==> config.mk <==
export PLATFORM = sky130hd
export DESIGN_NAME = lphm_ctrl
export DESIGN_NICKNAME = d
export VERILOG_FILES = /design/src/hw/rtl/lphm_pkg.sv /design/src/hw/rtl/lphm_ctrl.sv
export SDC_FILE = /design/constraint.sdc
export NUM_CORES = 1
export LEC_CHECK = 0
export ABC_AREA = 1
export ABC_CLOCK_PERIOD_IN_PS = 1200
export BUFFER_PORTS_ARGS = -buffer_cell sky130_fd_sc_hd__buf_2
export CORE_AREA = 5 5 42 44
export DETAILED_ROUTE_END_ITERATION = 7
export DIE_AREA = 0 0 47 49
export PLACE_DENSITY = 0.52
export SYNTH_ARGS = -nofsm -noshare
export SYNTH_HDL_FRONTEND = slang
export SYNTH_SLANG_ARGS = --single-unit
==> constraint.sdc <==
create_clock -name i_clk -period 1.2 [get_ports i_clk]
set_clock_uncertainty 0.1 [all_clocks]
set_input_delay 0.06 -clock i_clk [delete_from_list [all_inputs] [get_ports i_clk]]
set_output_delay 0.06 -clock i_clk [all_outputs]
set_load 0.01 [all_outputs]
==> src/hw/rtl/lphm_pkg.sv <==
package lphm_pkg;

    localparam int TABLE_DEPTH_DEF = 1024;
    localparam int KIND_W          = 2;
    localparam int WORD_W          = 64;
    localparam int LIM_W           = 10;
    localparam int SLOT_W          = 10;
    localparam int TAG_W           = 2;
    localparam int HSTEP_W         = 3;

    localparam logic [LIM_W-1:0]   LOAD_LIMIT_RESET = 10'd716;
    localparam logic [HSTEP_W-1:0] HASH_STEPS       = 3'd7;

    localparam logic [KIND_W-1:0] KIND_LOOKUP = 2'd0;
    localparam logic [KIND_W-1:0] KIND_INSERT = 2'd1;
    localparam logic [KIND_W-1:0] KIND_REMOVE = 2'd2;

    localparam logic [TAG_W-1:0] TAG_EMPTY = 2'd0;
    localparam logic [TAG_W-1:0] TAG_USED  = 2'd1;
    localparam logic [TAG_W-1:0] TAG_TOMB  = 2'd2;

    typedef enum logic [2:0] {
        ST_CLEAR,
        ST_IDLE,
        ST_HASH,
        ST_READ,
        ST_EVAL,
        ST_ACT,
        ST_RESP
    } t_state;

    typedef struct packed {
        logic clr;
        logic load;
        logic hash_step;
        logic probe_start;
        logic eval;
        logic act;
        logic resp;
        logic in_ready;
    } t_cmd;

    typedef struct packed {
        logic clr_last;
        logic hash_done;
        logic probe_end;
        logic out_free;
    } t_stat;

    // One round of the 64-bit integer mix; right shifts are arithmetic.
    function automatic logic [WORD_W-1:0] wang_step(input logic [WORD_W-1:0] n,
                                                    input logic [HSTEP_W-1:0] step);
        logic [WORD_W-1:0] r;
        unique case (step)
            3'd0:    r = (~n) + (n << 21);
            3'd1:    r = n ^ WORD_W'($signed(n) >>> 24);
            3'd2:    r = n + (n << 3) + (n << 8);
            3'd3:    r = n ^ WORD_W'($signed(n) >>> 14);
            3'd4:    r = n + (n << 2) + (n << 4);
            3'd5:    r = n ^ WORD_W'($signed(n) >>> 28);
            3'd6:    r = n + (n << 31);
            default: r = n;
        endcase
        return r;
    endfunction

endpackage

==> src/hw/rtl/lphm_ctrl.sv <==
module lphm_ctrl (
    input  logic           i_clk,
    input  logic           i_rst_n,
    input  logic           i_valid,
    input  lphm_pkg::t_stat i_stat,
    output lphm_pkg::t_cmd  o_cmd
);
    import lphm_pkg::*;

    t_state r_state;
    t_state n_state;

    always_ff @(posedge i_clk) begin
        if (!i_rst_n) begin
            r_state <= ST_CLEAR;
        end else begin
            r_state <= n_state;
        end
    end

    always_comb begin
        n_state = r_state;
        unique case (r_state)
            ST_CLEAR: if (i_stat.clr_last) n_state = ST_IDLE;
            ST_IDLE:  if (i_valid) n_state = ST_HASH;
            ST_HASH:  if (i_stat.hash_done) n_state = ST_READ;
            ST_READ:  n_state = ST_EVAL;
            ST_EVAL:  n_state = i_stat.probe_end ? ST_ACT : ST_READ;
            ST_ACT:   n_state = ST_RESP;
            ST_RESP:  if (i_stat.out_free) n_state = ST_IDLE;
            default:  n_state = ST_CLEAR;
        endcase
    end

    always_comb begin
        o_cmd = '0;
        unique case (r_state)
            ST_CLEAR: o_cmd.clr = 1'b1;
            ST_IDLE: begin
                o_cmd.in_ready = 1'b1;
                o_cmd.load     = i_valid;
            end
            ST_HASH: begin
                o_cmd.hash_step   = !i_stat.hash_done;
                o_cmd.probe_start = i_stat.hash_done;
            end
            ST_READ:  o_cmd = '0;
            ST_EVAL:  o_cmd.eval = 1'b1;
            ST_ACT:   o_cmd.act = 1'b1;
            ST_RESP:  o_cmd.resp = i_stat.out_free;
            default:  o_cmd = '0;
        endcase
    end

endmodule

==> flow_summary.ini, run 1 <==
[power]
p_sw_mw = 0.4558
ir_worst_vdd_v = 0.0009711
power_density_nw_per_um2 = 2260
sw_frac_of_total_pct = 46.05
seq_power_share_pct = 25.1
leakage_nw = 0.2483
power.share.clock_pct = 17.4
power_frac_comb_pct = 57.5
p_int_mw = 0.5340
total_power_mw = 0.9898

[placement]
gp_congestion = 0.7610
pre_cts_slack_ps = 20.81
dpl.hpwl_um = 606.8
numPortBuffers = 14

[clocking]
cts_inserted_buffers = 3
clockRootBuffer = clkbuf_4
cts.sink_count = 3
clock_path_buffers = 2
cts_setup_buffers = 0
cts_tree = done
clk_latency_ps = 230
clk_pin_slew_ps = 40
h-tree-depth = 1

[sta]
grt_setup_unrepaired = true
fin_ws_ps = 20.09
slew-limit-headroom_pct = 88.31
setup_viol = 0
period_share_pct = 98.33
max_slew.worst_pin.slew_ps = 174.0
tns_ps = 0
finalCriticalPeriod_ps = 1180
hold_viol = 0
max_freq_ghz = 0.8475
slew_violations = 0

[global_route]
antenna_found_initial = 0
grt_max_degree = 8
grt_pass1_wl_um = 1235
overflow = 0
grt_util_all_layers_pct = 7.108
grt_pass1_vias = 322

[detailed_routing]
first_pass_iters = 4
drc = 0
antenna_left = 0
routed_wirelength_um = 748
wl_per_cell_um = 9.012
vias_per_cell = 4.241
drt_iter0_drc = 3
vias = 352

[setup_path]
path_class = flop to output pin
slowest_delay_ps = 360
cp_top_family = flip-flops
rrSetupSlack_ps = 80
cpMaxStageDelayCell = dfxtp_4
cp_max_fo = 5
worst-path-buf-inv = 2
cp.required_ps = 1040
arrival_ps = 1020
crit_path_end_kind = output pin
path_cells = nor2_2 -> nand2_1 -> inv_1 -> buf_2
startpoint_type = flop

[finish]
mostFrequentLayoutCells = buf_2 (13), nor2_1 (10), inv_1 (6)
nets = 75
fin_util_pct = 31.25
drive_above_1_share_pct = 49.25
syn2layout_area_growth_pct = 59.82
regMostFlops = r_state
antennaDiodeCount = 0
largest_reg_flops = 3
final_common_cell = buf_2
largestRegisters = r_state (3)

[synth]
syn_area_per_cell_sq_um = 5.830
synth.distinct_cells = 15
yosysSeqAreaShare_pct = 21.92
synthCells = 47
netlist_area_sq_um = 274.0
synth_fp_nets = 54
ys.warnings.count = 0
ys_ff_latch = 3

[floorplanning]
die_h_um = 49
die-area_sq_um = 2303
coreArea_sq_um = 1401
num_rows = 14
dieWidth_um = 47
pin_count = 15
start_util_pct = 19.55

[status]
status = finished, final reports clean

[worst_hold_path]
hp-class = primary input to flop

[flow_run]
cap_viol_max_count = 0
==> stage by stage <==
| step | hold slack, ps | instance area [sq um] | cells |
|---|---|---|---|
| finish | 102.5 | 437.9 | 83 |
| floorplan | 80.72 | 274.0 | 47 |
| global route | 127.8 | 437.9 | 83 |
| CTS | 98.94 | 411.6 | 83 |
| detailed placement | 221.9 | 371.6 | 78 |
| global placement | 211.3 | 371.6 | 78 |
==> power by group through the flow <==
stage | registers, mW | clock network, mW | logic (mW)
5_1_grt | 0.263 | 0.203 | 0.635
6_report | 0.248 | 0.172 | 0.569
3_5_place_dp | 0.206 | 0 | 0.537
2_1_floorplan | 0.199 | 0 | 0.376
4_1_cts | 0.214 | 0.181 | 0.542
3_3_place_gp | 0.211 | 0 | 0.535
==> cells by family after synthesis <==
kind of cell | Yosys count | synth area share, %
DFF | 3 | 21.92
AOI/OAI and AO/OA | 3 | 6.394
buffers and inverters | 11 | 15.06
and+or+nand+nor | 30 | 56.62
==> final timing paths <==
path / end / startpoint / depth (start not counted)
max: o_cmd[3] / r_state[0] / 4
min: r_state[2] / i_stat[0] / 4
max reg2reg: r_state[0] / r_state[0] / 7
min reg2reg: r_state[2] / r_state[1] / 2
==> Yosys cell counts <==
cell      count  share of area (%)
nor3_1        3                5.5
nand2_2       3                6.9
clkinv_1      1                1.4
nand4_1       2                4.6
a21oi_1       2                3.7
nor2_1       11                 15
nor2_4        1                4.1
dfxtp_1       3                 22
nand3_2       1                3.7
a21boi_1      1                2.7
nand3b_2      1                4.1
inv_1         6                8.2
inv_2         4                5.5
nand2_1       4                5.5
nand3_1       4                7.3
==> worst register-to-register path, cell delays in order (launching register included) <==
cell and delay, ps:
dfxtp_4 360, nor2_2 150, nand3b_2 100, nand2_2 100, inv_1 40, nand3_1 50
nand2_1 50, nor2_1 90
==> per-layer routing <==
metal / GRT usage (%) / share of wire, %
met1: 7.675 / 41
met2: 10.41 / 47
met3: 5.166 / 11
met4: 2.765 / 0
met5: 0 / 0
==> timing repair <==
item | in CTS | in global routing
hold buffers | 1 | 0
hold endpoints to repair | 1 | 0
endpoints found under the setup margin | 7 | 9
pin swaps | 0 | 4
gates resized for setup | 3 | 8
==> final cells by class <==
| class | instances | area [sq um] |
|---|---|---|
| sequential | 3 | 71.32 |
| tap | 16 | 20.02 |
| multi-input combinational | 33 | 180.2 |
| inverter | 11 | 46.29 |
| timing repair buffer | 16 | 93.84 |
| clock buffer | 4 | 26.28 |
| fill | 175 | 963.4 |
Note: power is estimated with default switching activity, not from simulation.
==> inputs of run 2 (changes only) <==
Settings changed: ABC_AREA 1 to not set, ABC_CLOCK_PERIOD_IN_PS 1200 to 1500, CTS_BUF_LIST set to sky130_fd_sc_hd__clkbuf_2, PLACE_DENSITY 0.52 to 0.53.
Clock period 1.2 ns to 1.5 ns, I/O delays scaled along.
==> run 2 against run 1 <==
  * First-iteration DRC count increased by 67%
  * Worst setup slack improved by 190 ps
  * Routed wire length is 5.2% lower
  * Combinational power fell by 77%
  * Total power shrank 64%
  * Worst hold slack gained 1.8 ps
==> flow_summary.ini, run 2 <==
[detailed_routing]
antenna_left = 0
drt_iter0_drc = 5
wl_per_cell_um = 9.986
vias_per_cell = 4.394
drc = 0
first_pass_iters = 4
vias = 312
routed_wirelength_um = 709

[setup_path]
arrival_ps = 1300
slowest_delay_ps = 520
path_class = flop to flop
path_cells = mux2i_1 -> a211oi_2 -> o21a_1
startpoint_type = flop
r2r-start = r_state[1]
cp_top_family = flip-flops
worst-path-buf-inv = 0
cp.required_ps = 1510
crit_path_end_kind = flop
reg2reg_depth = 3
cpMaxStageDelayCell = dfxtp_1
cp_max_fo = 11
rrSetupSlack_ps = 210
r2r_end = r_state[0]
critical_path_cell_count = 3

[clocking]
cts_tree = done
cts_inserted_buffers = 3
clock_path_buffers = 2
cts.sink_count = 3
clk_pin_slew_ps = 50
clk_latency_ps = 210
clockRootBuffer = clkbuf_2
cts_setup_buffers = 0
h-tree-depth = 1

[finish]
largestRegisters = r_state (3)
mostFrequentLayoutCells = buf_2 (14), nand2_1 (5), clkbuf_2 (4)
largest_reg_flops = 3
final_common_cell = buf_2
fin_util_pct = 28.39
nets = 63
syn2layout_area_growth_pct = 41.33
drive_above_1_share_pct = 43.64
regMostFlops = r_state
antennaDiodeCount = 0

[floorplanning]
start_util_pct = 20.09
dieWidth_um = 47
die_h_um = 49
die-area_sq_um = 2303
pin_count = 15
num_rows = 14
coreArea_sq_um = 1401

[worst_hold_path]
holdCritStartpoint = i_stat[1]
worstHoldPathCells = 4
hold_end = r_state[1]
hp-class = primary input to flop

[sta]
period_share_pct = 86.32
max_slew.worst_pin.slew_ps = 345.9
max_freq_ghz = 0.7723
whs_ps = 104.3
tns_ps = 0
grt_setup_unrepaired = false
setup_viol = 0
slew-limit-headroom_pct = 76.91
finalCriticalPeriod_ps = 1295
slew_violations = 0
hold_viol = 0

[synth]
yosysSeqAreaShare_pct = 21.33
yosys.area.top_type = dfxtp_1
ys.warnings.count = 0
synth_fp_nets = 44
synth-main-ff-cell = dfxtp_1
async_flop_share_pct = 0
synthCells = 37
synth_commonest_cells = nand2_1 (5), dfxtp_1 (3), nor2b_1 (3), nor3_1 (3)
synth_area_leaders = dfxtp_1 (21%), nand2_1 (6.7%), nor2b_1 (6.7%)
syn_area_per_cell_sq_um = 7.609
netlist_area_sq_um = 281.5
ys_ff_latch = 3
synth_top_area_share_pct = 21.33
synth.distinct_cells = 24
yosysMostFrequentCell = nand2_1
synth_edf_count = 0

[placement]
dpl.hpwl_um = 548.2
gp_congestion = 0.7508
numPortBuffers = 14

[global_route]
grt_use_met2_pct = 10.41
met1_usage_pct = 7.456
grt_util_all_layers_pct = 7.741
use_met3_pct = 3.321
antenna_found_initial = 0
grt_pass1_wl_um = 1200
grt_pass1_vias = 303
grt_max_degree = 12
overflow = 0
grt-busiest-layer = met2

[status]
status = finished, final reports clean

[power]
total_power_mw = 0.3587
power.share.clock_pct = 33.1
seq_power_share_pct = 31.1
sw_frac_of_total_pct = 35.99
power_frac_comb_pct = 35.9
p_int_mw = 0.2296
ir_worst_vdd_v = 0.0003204
leakage_nw = 0.1960
power_density_nw_per_um2 = 901.5
p_sw_mw = 0.1291

[flow_run]
cap_viol_max_count = 0
## run 2: cell types whose count changed after synthesis, moves of 2 or more
| cell | previous run | this run |
|---|---|---|
| nand2_2 | 3 | 0 |
| inv_1 | 6 | 1 |
| buf_4 | 0 | 2 |
| nor3b_1 | 0 | 2 |
| nand3_1 | 4 | 0 |
| nor2_1 | 11 | 2 |
| nand4_1 | 2 | 0 |
| inv_2 | 4 | 0 |
| nor2b_1 | 0 | 3 |
## run 2: how the worst max path moves through the flow
stage	from	end	slack, ps
global placement	r_state[0]	r_state[1]	250
floorplan	r_state[2]	r_state[0]	360
CTS	r_state[2]	o_cmd[2]	60
detailed placement	r_state[1]	r_state[0]	200
finish	r_state[1]	r_state[0]	210
global route	r_state[0]	o_cmd[6]	70
## run 2: cell type report
class | count | area [sq um]
fillers | 166 | 1003
repair buffers | 17 | 95.09
multi-input cells | 30 | 197.7
clock buffers | 4 | 20.02
flip-flops and latches | 3 | 61.31
inverters | 1 | 3.754
well taps | 16 | 20.02
## run 2: stage by stage
stage	cells	worst slack (ps)	instance area [sq um]
6_report	71	205.2	397.9
5_1_grt	71	66.63	397.9
4_1_cts	71	57.39	396.6
3_5_place_dp	66	202.1	366.6
3_3_place_gp	66	247.2	366.6
2_1_floorplan	37	355.7	281.5
## run 2: worst reg2reg max path, cell delays in order (launching register included)
cell      delay [ps]
dfxtp_1          520
mux2i_1          310
a211oi_2         100
o21a_1           160
## run 2: logic make-up (layout without fill, tap and decap cells)
family,count (synthesis),in the layout,share of synthesized area [%]
buffers and inverters,4,22,8.440
XOR/XNOR,1,1,3.112
AND/OR/NAND/NOR,19,19,38.67
multiplexers,2,2,7.555
flip-flops,3,3,21.33
AO/OA/AOI/OAI,8,8,20.89
## run 2: per-layer routing
metal / vias up / routed length (um)
li1: 164 / -
met1: 136 / 284
met2: 9 / 341
met3: 3 / 50
met4: 0 / 32
met5: - / 0
## run 2: what timing repair did
item	in CTS	in global routing
endpoints found under the setup margin	0	3
gates resized for setup	0	1
endpoints found under the hold margin	1	0
hold buffers	1	0
## run 2: power groups by stage
stage / clock network (mW) / registers, mW / logic [mW]
final: 0.119 / 0.111 / 0.129
after detailed placement: 0 / 0.113 / 0.129
after global placement: 0 / 0.112 / 0.129
after CTS: 0.127 / 0.111 / 0.131
after floorplan: 0 / 0.0989 / 0.101
after global routing: 0.142 / 0.114 / 0.145
